===== src/pec15_pkg.sv =====
`default_nettype none

package pec15_pkg;

   // Remainder seed and CRC15 polynomial
   localparam logic [15:0] PEC_SEED = 16'd16;
   localparam logic [15:0] PEC_POLY = 16'h4599;

   // Result queue depth; must be at least two (an emit pushes two beats)
   localparam int RSP_DEPTH_DEFAULT = 4;

   // Command codes on req_cmd
   typedef enum logic [1:0] {
      CMD_PAYLOAD  = 2'd0,
      CMD_PEC_HIGH = 2'd1,
      CMD_PEC_LOW  = 2'd2,
      CMD_EMIT     = 2'd3
   } cmd_type;

   // Result kinds on rsp_out_kind
   localparam logic [1:0] KIND_ECHO  = 2'd0;
   localparam logic [1:0] KIND_PEC   = 2'd1;
   localparam logic [1:0] KIND_CHECK = 2'd2;

   typedef struct packed {
      logic [7:0] out_byte;
      logic [1:0] out_kind;
      logic       pec_ok;
      logic       frame_last;
   } rsp_entry_type;

   // CRC15 table entry: eight shift/xor steps on a 16-bit value
   function automatic logic [15:0] pec_table_entry(input logic [7:0] addr);
      logic [15:0] r;
      r = {1'b0, addr, 7'b0};
      for (int i = 0; i < 8; i++) begin
         if (r[14]) begin
            r = {r[14:0], 1'b0} ^ PEC_POLY;
         end else begin
            r = {r[14:0], 1'b0};
         end
      end
      return r;
   endfunction

endpackage

`default_nettype wire


===== src/pec15_rsp_fifo.sv =====
`default_nettype none

module pec15_rsp_fifo #(
   parameter int DEPTH = pec15_pkg::RSP_DEPTH_DEFAULT
) (
   input  logic                     clock,
   input  logic                     reset,
   input  logic                     push0,
   input  logic                     push1,
   input  pec15_pkg::rsp_entry_type push0_entry,
   input  pec15_pkg::rsp_entry_type push1_entry,
   input  logic                     pop_ready,
   output logic                     pop_valid,
   output pec15_pkg::rsp_entry_type head,
   output logic                     room_two
);
   import pec15_pkg::*;

   localparam int PTR_W = $clog2(DEPTH);
   localparam int CNT_W = $clog2(DEPTH + 1);

   rsp_entry_type    entries_ff [DEPTH];
   logic [PTR_W-1:0] wr_ptr_ff, wr_ptr_in;
   logic [PTR_W-1:0] rd_ptr_ff, rd_ptr_in;
   logic [CNT_W-1:0] count_ff, count_in;
   logic [PTR_W-1:0] wr_ptr_next;
   logic             pop;

   function automatic logic [PTR_W-1:0] next_ptr(input logic [PTR_W-1:0] p);
      return (p == PTR_W'(DEPTH - 1)) ? '0 : p + 1'b1;
   endfunction

   assign pop         = pop_valid & pop_ready;
   assign pop_valid   = (count_ff != '0);
   assign head        = entries_ff[rd_ptr_ff];
   assign room_two    = (count_ff <= CNT_W'(DEPTH - 2));
   assign wr_ptr_next = next_ptr(wr_ptr_ff);

   always_comb begin
      wr_ptr_in = wr_ptr_ff;
      if (push0 && push1) begin
         wr_ptr_in = next_ptr(wr_ptr_next);
      end else if (push0) begin
         wr_ptr_in = wr_ptr_next;
      end
      rd_ptr_in = pop ? next_ptr(rd_ptr_ff) : rd_ptr_ff;
      count_in  = count_ff + CNT_W'(push0) + CNT_W'(push1) - CNT_W'(pop);
   end

   always_ff @(posedge clock) begin
      if (reset) begin
         wr_ptr_ff <= '0;
         rd_ptr_ff <= '0;
         count_ff  <= '0;
      end else begin
         wr_ptr_ff <= wr_ptr_in;
         rd_ptr_ff <= rd_ptr_in;
         count_ff  <= count_in;
      end
   end

   always_ff @(posedge clock) begin
      if (push0) begin
         entries_ff[wr_ptr_ff] <= push0_entry;
      end
      if (push1) begin
         entries_ff[wr_ptr_next] <= push1_entry;
      end
   end

   a_count_bound: assert property (@(posedge clock) disable iff (reset)
      count_ff <= CNT_W'(DEPTH))
      else $error("result queue overfilled");

   a_push_order: assert property (@(posedge clock) disable iff (reset)
      push1 |-> push0)
      else $error("second push without first");

   a_push_shows: assert property (@(posedge clock) disable iff (reset)
      (push0 && !pop) |=> pop_valid)
      else $error("pushed beat not visible");

   a_no_overflow_push: assert property (@(posedge clock) disable iff (reset)
      (push0 && push1) |-> room_two)
      else $error("double push without room");

endmodule

`default_nettype wire


===== src/pec15_frame_generate_check.sv =====
`default_nettype none

// PEC15 frame engine for serial monitor byte streams. Each req beat carries a
// command and a byte: a payload byte folds into the 16-bit running remainder
// (seed 16, CRC15 polynomial 0x4599, one table step per byte) and is echoed on
// rsp; a received PEC high byte is compared against the current PEC and
// remembered, giving no result; a received PEC low byte completes the check
// and returns one check beat (pec_ok high only when both bytes matched,
// frame_last high); an emit returns the PEC (remainder shifted left by one)
// as two beats, high byte then low byte, frame_last on the low one. After an
// emit or a check the remainder goes back to its seed and any stored high-byte
// match is dropped. A req beat is taken every cycle req_ready is high: the
// remainder update is a single table step and XOR between the input handshake
// and the remainder register. Results pass through an RSP_DEPTH-entry queue;
// req_ready is high while at least two entries are free, so with rsp_ready held
// high the block sustains one req beat per cycle and one rsp beat per cycle,
// the rsp port (one beat per cycle) setting the pace when emits are frequent.

module pec15_frame_generate_check #(
   parameter int RSP_DEPTH = pec15_pkg::RSP_DEPTH_DEFAULT
) (
   input  logic       clock,
   input  logic       reset,
   input  logic       req_valid,
   output logic       req_ready,
   input  logic [1:0] req_cmd,
   input  logic [7:0] req_data_byte,
   output logic       rsp_valid,
   input  logic       rsp_ready,
   output logic [7:0] rsp_out_byte,
   output logic [1:0] rsp_out_kind,
   output logic       rsp_pec_ok,
   output logic       rsp_frame_last
);
   import pec15_pkg::*;

   logic [15:0]   crc_remainder_ff, crc_remainder_in;
   logic          high_matched_ff, high_matched_in;
   logic          accept;
   logic [15:0]   pec;
   logic [7:0]    tbl_addr;
   logic [15:0]   tbl_entry;
   logic          push0, push1;
   rsp_entry_type push0_entry, push1_entry;
   rsp_entry_type head;
   cmd_type       cmd;

   assign accept    = req_valid & req_ready;
   assign cmd       = cmd_type'(req_cmd);
   // PEC is the remainder doubled, kept to 16 bits
   assign pec       = {crc_remainder_ff[14:0], 1'b0};
   assign tbl_addr  = crc_remainder_ff[14:7] ^ req_data_byte;
   assign tbl_entry = pec_table_entry(tbl_addr);

   always_comb begin
      crc_remainder_in = crc_remainder_ff;
      high_matched_in  = high_matched_ff;
      push0            = 1'b0;
      push1            = 1'b0;
      push0_entry      = '{out_byte: req_data_byte, out_kind: KIND_ECHO,
                           pec_ok: 1'b0, frame_last: 1'b0};
      push1_entry      = '{out_byte: pec[7:0], out_kind: KIND_PEC,
                           pec_ok: 1'b0, frame_last: 1'b1};
      if (accept) begin
         case (cmd)
            CMD_PAYLOAD: begin
               crc_remainder_in = {crc_remainder_ff[7:0], 8'h00} ^ tbl_entry;
               push0            = 1'b1;
            end
            CMD_PEC_HIGH: begin
               // latest high byte replaces any earlier comparison
               high_matched_in = (pec[15:8] == req_data_byte);
            end
            CMD_PEC_LOW: begin
               push0            = 1'b1;
               push0_entry      = '{out_byte: 8'h00, out_kind: KIND_CHECK,
                                    pec_ok: high_matched_ff &&
                                            (pec[7:0] == req_data_byte),
                                    frame_last: 1'b1};
               crc_remainder_in = PEC_SEED;
               high_matched_in  = 1'b0;
            end
            CMD_EMIT: begin
               push0            = 1'b1;
               push1            = 1'b1;
               push0_entry      = '{out_byte: pec[15:8], out_kind: KIND_PEC,
                                    pec_ok: 1'b0, frame_last: 1'b0};
               crc_remainder_in = PEC_SEED;
               high_matched_in  = 1'b0;
            end
            default: begin
               crc_remainder_in = crc_remainder_ff;
            end
         endcase
      end
   end

   always_ff @(posedge clock) begin
      if (reset) begin
         crc_remainder_ff <= PEC_SEED;
         high_matched_ff  <= 1'b0;
      end else begin
         crc_remainder_ff <= crc_remainder_in;
         high_matched_ff  <= high_matched_in;
      end
   end

   pec15_rsp_fifo #(
      .DEPTH(RSP_DEPTH)
   ) u_rsp_fifo (
      .clock      (clock),
      .reset      (reset),
      .push0      (push0),
      .push1      (push1),
      .push0_entry(push0_entry),
      .push1_entry(push1_entry),
      .pop_ready  (rsp_ready),
      .pop_valid  (rsp_valid),
      .head       (head),
      .room_two   (req_ready)
   );

   assign rsp_out_byte   = head.out_byte;
   assign rsp_out_kind   = head.out_kind;
   assign rsp_pec_ok     = head.pec_ok;
   assign rsp_frame_last = head.frame_last;

   // emit or check ends the frame: remainder back to seed, match dropped
   a_frame_restart: assert property (@(posedge clock) disable iff (reset)
      (accept && (req_cmd == CMD_EMIT || req_cmd == CMD_PEC_LOW)) |=>
      (crc_remainder_ff == PEC_SEED && !high_matched_ff))
      else $error("remainder not reseeded after frame end");

   // a received PEC high byte never touches the remainder
   a_high_keeps_crc: assert property (@(posedge clock) disable iff (reset)
      (accept && req_cmd == CMD_PEC_HIGH) |=> $stable(crc_remainder_ff))
      else $error("PEC high byte changed remainder");

   // any result-producing beat leaves rsp_valid high next cycle
   a_result_visible: assert property (@(posedge clock) disable iff (reset)
      (accept && req_cmd != CMD_PEC_HIGH) |=> rsp_valid)
      else $error("result beat missing");

endmodule

`default_nettype wire

===== config.mk =====
export PLATFORM = sky130hd
export DESIGN_NAME = pec15_frame_generate_check
export DESIGN_NICKNAME = d
export VERILOG_FILES = /design/src/pec15_pkg.sv /design/src/pec15_rsp_fifo.sv /design/src/pec15_frame_generate_check.sv
export SDC_FILE = /design/constraint.sdc
export NUM_CORES = 1
export LEC_CHECK = 0
export ABC_AREA = 1
export BUFFER_PORTS_ARGS = -buffer_cell sky130_fd_sc_hd__buf_2
export CAP_MARGIN = 20
export CORE_UTILIZATION = 61
export DETAILED_ROUTE_END_ITERATION = 7
export HOLD_SLACK_MARGIN = 0.08
export PLACE_DENSITY = 0.8
export REMOVE_ABC_BUFFERS = 1
export SLEW_MARGIN = 5
export SYNTH_ARGS = -nofsm -noshare
export SYNTH_HDL_FRONTEND = slang
export SYNTH_SLANG_ARGS = --single-unit

===== constraint.sdc =====
create_clock -name clock -period 3.95 [get_ports clock]
set_input_delay 0.395 -clock clock [delete_from_list [all_inputs] [get_ports clock]]
set_output_delay 0.395 -clock clock [all_outputs]
set_load 0.02 [all_outputs]

==> qor.yml, run 1 <==
numCtsBuffers: 9
path_clk_slew_ns: 0.08
crit_required_ns: 4.18
grt_max_degree: 26
hold_slack_ns: 0.409
slowest_stage: "fa_1"
rsz0062_at_grt: "no"
area_growth_pct: 10.1
path_buf_inv: 4
max_freq_mhz: 378
end_kind: "register"
remaining_drc_errors: 0
cp_top_family: "adder cells"
vias_per_cell: 5.89
max-cap-violations: 0
cts_max_level: 3
start_util_pct: 63.5
total_power_mw: 2.84
power.switching_mw: 1.15
drt-initial-drc-count: 380
die_h_um: 83.3
wirelength_um: 9740
critPathMaxFanout: 8
synth-seq-cells: 73
grt_first_pass_wirelength_um: 16300
synth.area.top_cells: "dfxtp_1 22%, edfxtp_1 21%, nand2_1 8.5%, o22ai_1 6.8%, nand3_1 5.6%"
die_area_um2: 6940
die_x_um: 83.3
portBuffers: 27
fp-row-count: 29
finalSetupViolCount: 0
wl_met2_um: 4560
wl_met1_um: 4180
drive_above_1_share_pct: 14.9
clock_path_buffers: 2
tightest_slew_ns: 0.653
peakVddDrop_v: 0.000395
hold_viol: 0
crit_start: "u_rsp_fifo.count_ff[1]$_SDFF_PP0_"
synthCells: 499
synth_edf_count: 28
slew_violations: 0
period_share_pct: 67.0
hold_start: "req_valid"
yosys.area.top_type: "dfxtp_1"
routedWlPerCell_um: 16.1
overflow: 0
ys_async_sr_fraction_pct: 0
startpoint_type: "register"
cts_num_sinks: 73
pwr-share-clk_pct: 22.8
clk_latency_ns: 0.35
worst_slack_ns: 1.31
maxSlewHeadroom_pct: 56.4
cts_resized: 0
cts_hold_buf: 0
status: "complete, no violations"
ant_nets: 0
ys_dominant_reg_cell: "dfxtp_1"
power_frac_comb_pct: 39.9
fin_area_um2: 4440
cp_cell_sequence: "inv_2 -> ha_1 -> inv_1 -> o31ai_4 -> nand2_2 -> nor2_4 -> inv_2 -> ha_1 -> inv_1 -> fa_1 -> fa_1 -> xor2_1 -> nor2_1"
ys_seq_area_share_pct: 43.2
post-cts-setup-buffer-count: 0
pre_cts_slack_ns: 1.28
power_density_nw_per_um2: 640
dp_hpwl_um: 6980
pwr-share-seq_pct: 37.2
gp_congestion: 0.915
core_um2: 6350
grt_usage_pct: 29.7
worstSetupPathType: "reg2reg"
wl_met3_um: 846
placed_cell_area_um2: 4220
swShare_pct: 40.4
yosysUniqueCellTypes: 42
skew_ns: 0.0110
yosys_warnings: 0
crit_arrival_ns: 2.88
multi_input_area_um2: 2010
io_pins: 28
rr_startpoint: "u_rsp_fifo.count_ff[1]$_SDFF_PP0_"
tns_ns: 0
diodes: 0
grt_pass1_vias: 3316
p_leak_nw: 1.87
num-nets-final: 551
synth_top_area_share_pct: 22.3
hold_path.class: "in2reg"
intPower_mw: 1.69
num_vias: 3574
period_needed_ns: 2.64
root_buffer: "clkbuf_8"
fillers: 546
maxUsedRoutingLayer: "met4"
syn-cell-area_um2: 4030
grt_antenna_before_repair: 0
avgSynthCellArea_um2: 8.08
regArea_um2: 1740
dr.pass1.iters: 6
cts_tree: "built"
slowest_delay_ns: 0.38
state kept, by name, indices dropped and copies added (netlist names), named ones only:
register / flops
u_rsp_fifo.entries_ff: 48
crc_remainder_ff: 15
u_rsp_fifo.count_ff: 3
u_rsp_fifo.rd_ptr_ff: 2
u_rsp_fifo.wr_ptr_ff: 2
high_matched_ff: 1
stage by stage:
step,std cells,utilization (%)
finish,607,70.0
CTS,607,70.0
global placement,591,66.5
floorplan,485,-
global route,607,70.0
detailed placement,591,66.5
worst reg2reg max path: stages (launching register included):
cell,delay [ns]
dfxtp_1,0.33
inv_2,0.10
ha_1,0.15
inv_1,0.06
o31ai_4,0.06
nand2_2,0.17
nor2_4,0.22
inv_2,0.14
ha_1,0.30
inv_1,0.04
fa_1,0.37
fa_1,0.38
xor2_1,0.16
nor2_1,0.05
kinds of logic after synthesis:
logic type,after synthesis,synth area share [%]
AND/OR/NAND/NOR,201,23.0
AO/OA/AOI/OAI,117,17.2
adder cells (fa/ha/maj),12,4.10
buffers and inverters,73,6.98
XOR/XNOR,23,5.55
flip-flops,73,43.2
worst paths after layout:
check	slack, ns	depth (start not counted)	endpoint
hold reg to reg	0.46	2	u_rsp_fifo.entries_ff[2][0]$_SDFFE_PP1P_
setup reg to reg	1.31	13	u_rsp_fifo.count_ff[2]$_SDFF_PP0_
hold / removal	0.41	3	high_matched_ff$_SDFFE_PP0P_
setup / recovery	1.31	13	u_rsp_fifo.count_ff[2]$_SDFF_PP0_
power groups by stage:
stage / clock network [mW] / registers [mW] / logic, mW
2_1_floorplan: 0 / 1.05 / 0.830
3_3_place_gp: 0 / 1.07 / 1.10
3_5_place_dp: 0 / 1.07 / 1.13
4_1_cts: 0.646 / 1.06 / 1.13
5_1_grt: 0.685 / 1.08 / 1.26
6_report: 0.649 / 1.06 / 1.13
layout make-up:
class	instances	share of cell area (%)
Timing Repair Buffer	29	3.38
Inverter	59	5.01
Clock inverter	5	1.32
Sequential cell	73	39.2
Clock buffer	11	3.66
Tap cell	77	2.17
Multi-Input combinational cell	353	45.2
per-layer routing:
metal  GRT usage (%)  vias to the layer above
li1                -                     1755
met1            42.0                     1618
met2            46.5                      183
met3            6.06                       18
met4            7.99                        0
met5               0                        -
Yosys cell counts (2+ instances only):
cell type	n
a21oi_1	17
a31oi_1	2
nand3_1	45
nand2_1	91
nor2_4	2
inv_1	52
o22ai_1	44
o21ai_0	42
xor2_2	3
or2_2	3
nand3_2	5
nand2_2	8
nand3b_1	2
inv_2	6
dfxtp_1	45
clkbuf_1	10
xnor2_1	4
nor2_1	38
o211ai_1	2
buf_2	2
fa_1	2
ha_1	10
xor2_1	16
edfxtp_1	28
nor2_2	3
placed cells by master, fill, tap and decap left out, types with 3 or more instances in the layout:
cell type   n
clkbuf_8   10
o21ai_0    42
inv_1      52
xor2_1     16
or2_2       3
nor2_1     38
nand3_1    45
xnor2_1     4
o22ai_1    44
nand2_1    91
buf_2      27
ha_1       10
edfxtp_1   28
nor2_2      3
a21oi_1    17
xor2_2      3
nand2_2     8
nand3_2     5
inv_2       6
dfxtp_1    45
Power figures use the tool's default switching activity.
==> run 2, diff against run 1 <==
--- a/config.mk
+++ b/config.mk
@@ -8,10 +8,10 @@
 export ABC_AREA = 1
 export BUFFER_PORTS_ARGS = -buffer_cell sky130_fd_sc_hd__buf_2
 export CAP_MARGIN = 20
-export CORE_UTILIZATION = 61
+export CORE_UTILIZATION = 60
 export DETAILED_ROUTE_END_ITERATION = 7
 export HOLD_SLACK_MARGIN = 0.08
-export PLACE_DENSITY = 0.8
+export PLACE_DENSITY = 0.79
 export REMOVE_ABC_BUFFERS = 1
 export SLEW_MARGIN = 5
 export SYNTH_ARGS = -nofsm -noshare
==> constraint.sdc (replaced) <==
create_clock -name clock -period 2.6 [get_ports clock]
set_input_delay 0.26 -clock clock [delete_from_list [all_inputs] [get_ports clock]]
set_output_delay 0.26 -clock clock [all_outputs]
set_load 0.02 [all_outputs]
==> run 2 against run 1 <==
Effect of this change:
- the flow now finishes with violations (design-rule violations)
- final cell count grew 1.6%
- clock skew is essentially flat
- non-clock buffer count grew 10
- sequential share of layout area shrank 0.54 points
- largest power group unchanged
==> qor.yml, run 2 (synthesis results as in run 1) <==
diodes: 0  # unchanged
grt_first_pass_wirelength_um: 17000  # was 16300 um
placed_cell_area_um2: 4300  # was 4220 um2
cts_hold_buf: 0  # unchanged
dr.pass1.iters: 7  # was 6
startpoint_type: "register"  # unchanged
worstSetupPathType: "reg2reg"  # unchanged
worstReg2RegEnd: "crc_remainder_ff[10]$_SDFFE_PP0P_"  # was u_rsp_fifo.count_ff[2]$_SDFF_PP0_
rr_startpoint: "crc_remainder_ff[14]$_SDFFE_PP0P_"  # was u_rsp_fifo.count_ff[1]$_SDFF_PP0_
dp_hpwl_um: 7330  # was 6980 um
end_kind: "register"  # unchanged
remaining_drc_errors: 8  # was 0
dpl.cell_count: 601  # was 591
fp-row-count: 29  # unchanged
overflow: 0  # unchanged
start_util_pct: 62.8  # was 63.5%
cts_num_sinks: 73  # unchanged
finalSetupViolCount: 0  # unchanged
post-cts-setup-buffer-count: 0  # unchanged
grt_pass1_vias: 3592  # was 3316
maxSlewHeadroom_pct: 52.6  # was 56.4%
status: "complete, but fails checks"  # was complete, no violations
max-cap-violations: 0  # unchanged
hold_viol: 0  # unchanged
die_h_um: 84.0  # was 83.3 um
clk_latency_ns: 0.36  # was 0.35 ns
final_common_cell: "nand2_1"  # unchanged
rsz0062_at_grt: "no"  # unchanged
die_area_um2: 7050  # was 6940 um2
final_core_util_pct: 70.2  # was 70.0%
crit_arrival_ns: 2.70  # was 2.88 ns
cts_tree: "built"  # unchanged
fillers: 537  # was 546
numCtsBuffers: 9  # unchanged
p_leak_nw: 1.90  # was 1.87 nW
cts_resized: 0  # unchanged
reg_top3: "u_rsp_fifo.entries_ff: 48 flops, crc_remainder_ff: 15 flops, u_rsp_fifo.count_ff: 3 flops"  # unchanged
routedWlPerCell_um: 16.9  # was 16.1 um
tightest_slew_ns: 0.706  # was 0.653 ns
skew_ns: 0.0110  # about the same
hold_path.class: "in2reg"  # unchanged
num_vias: 3726  # was 3574
cts_max_level: 3  # unchanged
violations: "design-rule violations"
tns_ns: 0  # unchanged
critPathMaxFanout: 5  # was 8
hold_path_end: "u_rsp_fifo.rd_ptr_ff[1]$_SDFFE_PP0P_"  # was high_matched_ff$_SDFFE_PP0P_
hold_depth: 4  # was 3
hold_start: "rsp_ready"  # was req_valid
core_um2: 6420  # was 6350 um2
largest-register: "u_rsp_fifo.entries_ff"  # unchanged
ant_nets: 0  # unchanged
total_power_mw: 4.30  # was 2.84 mW
io_pins: 28  # unchanged
slew_violations: 0  # unchanged
drive_above_1_share_pct: 16.7  # was 14.9%
wirelength_um: 10400  # was 9740 um
portBuffers: 27  # unchanged
crit_required_ns: 2.88  # was 4.18 ns
drt-initial-drc-count: 404  # was 380
final_cell_count_no_fill: 617  # was 607
largest_reg_flops: 48  # unchanged
grt_max_degree: 25  # was 26
final_cell_mix: "90 x nand2_1, 52 x inv_1, 45 x nand3_1"  # was 91 x nand2_1, 52 x inv_1, 45 x nand3_1, 45 x dfxtp_1, 44 x o22ai_1
clock_path_buffers: 2  # unchanged
area_growth_pct: 11.8  # was 10.1%
period_needed_ns: 2.42  # was 2.64 ns
worst-r2r-cell-count: 17  # was 13
num-nets-final: 561  # was 551
path_clk_slew_ns: 0.08  # about the same
peakVddDrop_v: 0.000636  # was 0.000395 V
grt_usage_pct: 31.4  # was 29.7%
grt_antenna_before_repair: 0  # unchanged
vias_per_cell: 6.04  # was 5.89
fin_area_um2: 4510  # was 4440 um2
period_share_pct: 93.0  # was 67.0%
r2r_setup_slack_ns: 0.18  # was 1.31 ns
power_density_nw_per_um2: 955  # was 640 nW/um2
max_freq_mhz: 413  # was 378 MHz
die_x_um: 84.0  # was 83.3 um
gp_congestion: 0.917  # was 0.915
root_buffer: "clkbuf_8"  # unchanged
## run 2: metrics by stage
step                      hold slack (ns)  setup slack, ns
after floorplan                     0.329           -0.134
after global placement              0.437            0.227
after detailed placement            0.437            0.146
after CTS                           0.271            0.122
after global routing                0.300           0.0195
final                               0.271            0.181
## run 2: final cells by class
cell class / instances / area, um2 / share of cell area, %
Multi-Input combinational cell: 353 / 2020 / 44.8
Sequential cell: 73 / 1740 / 38.7
Timing Repair Buffer: 39 / 225 / 5.00
Inverter: 59 / 224 / 4.97
Clock buffer: 13 / 180 / 4.00
Tap cell: 77 / 96.3 / 2.14
Clock inverter: 3 / 21.3 / 0.472
## run 2: how the worst max path moves through the flow
stage,startpoint,to,slack [ns],depth (start not counted)
after floorplan,u_rsp_fifo.count_ff[2]$_SDFF_PP0_,u_rsp_fifo.count_ff[2]$_SDFF_PP0_,-0.13,12
after global placement,u_rsp_fifo.count_ff[1]$_SDFF_PP0_,u_rsp_fifo.count_ff[2]$_SDFF_PP0_,0.23,13
after detailed placement,u_rsp_fifo.count_ff[2]$_SDFF_PP0_,u_rsp_fifo.count_ff[2]$_SDFF_PP0_,0.15,12
after CTS,u_rsp_fifo.count_ff[2]$_SDFF_PP0_,u_rsp_fifo.count_ff[2]$_SDFF_PP0_,0.12,12
after global routing,u_rsp_fifo.count_ff[1]$_SDFF_PP0_,u_rsp_fifo.count_ff[2]$_SDFF_PP0_,0.02,13
final,crc_remainder_ff[14]$_SDFFE_PP0P_,crc_remainder_ff[10]$_SDFFE_PP0P_,0.18,17
## run 2: power by group
group / internal (mW) / total, mW / switching (mW)
registers: 1.46 / 1.61 / 0.152
logic: 0.606 / 1.79 / 1.18
clock network: 0.459 / 0.909 / 0.449
total: 2.52 / 4.30 / 1.78
## run 2: layer usage
| layer | part of all wire [%] | GRT usage (%) |
|---|---|---|
| met1 | 41 | 39.1 |
| met5 | 0 | 0 |
| met2 | 48 | 52.4 |
| met4 | 2.7 | 13.5 |
| met3 | 8.5 | 6.92 |
## run 2: critical path: stages (launching register included)
cell	delay, ns
dfxtp_2	0.37
inv_1	0.07
nand2_1	0.07
nand2_2	0.11
ha_1	0.33
inv_1	0.10
nand3_2	0.11
nand2_2	0.16
nand2_4	0.07
nand2_1	0.08
nand2_1	0.06
nand2_1	0.09
nand2_1	0.13
nand2_2	0.13
nand2_1	0.11
nand3_1	0.11
nand3_1	0.08
a21oi_1	0.15
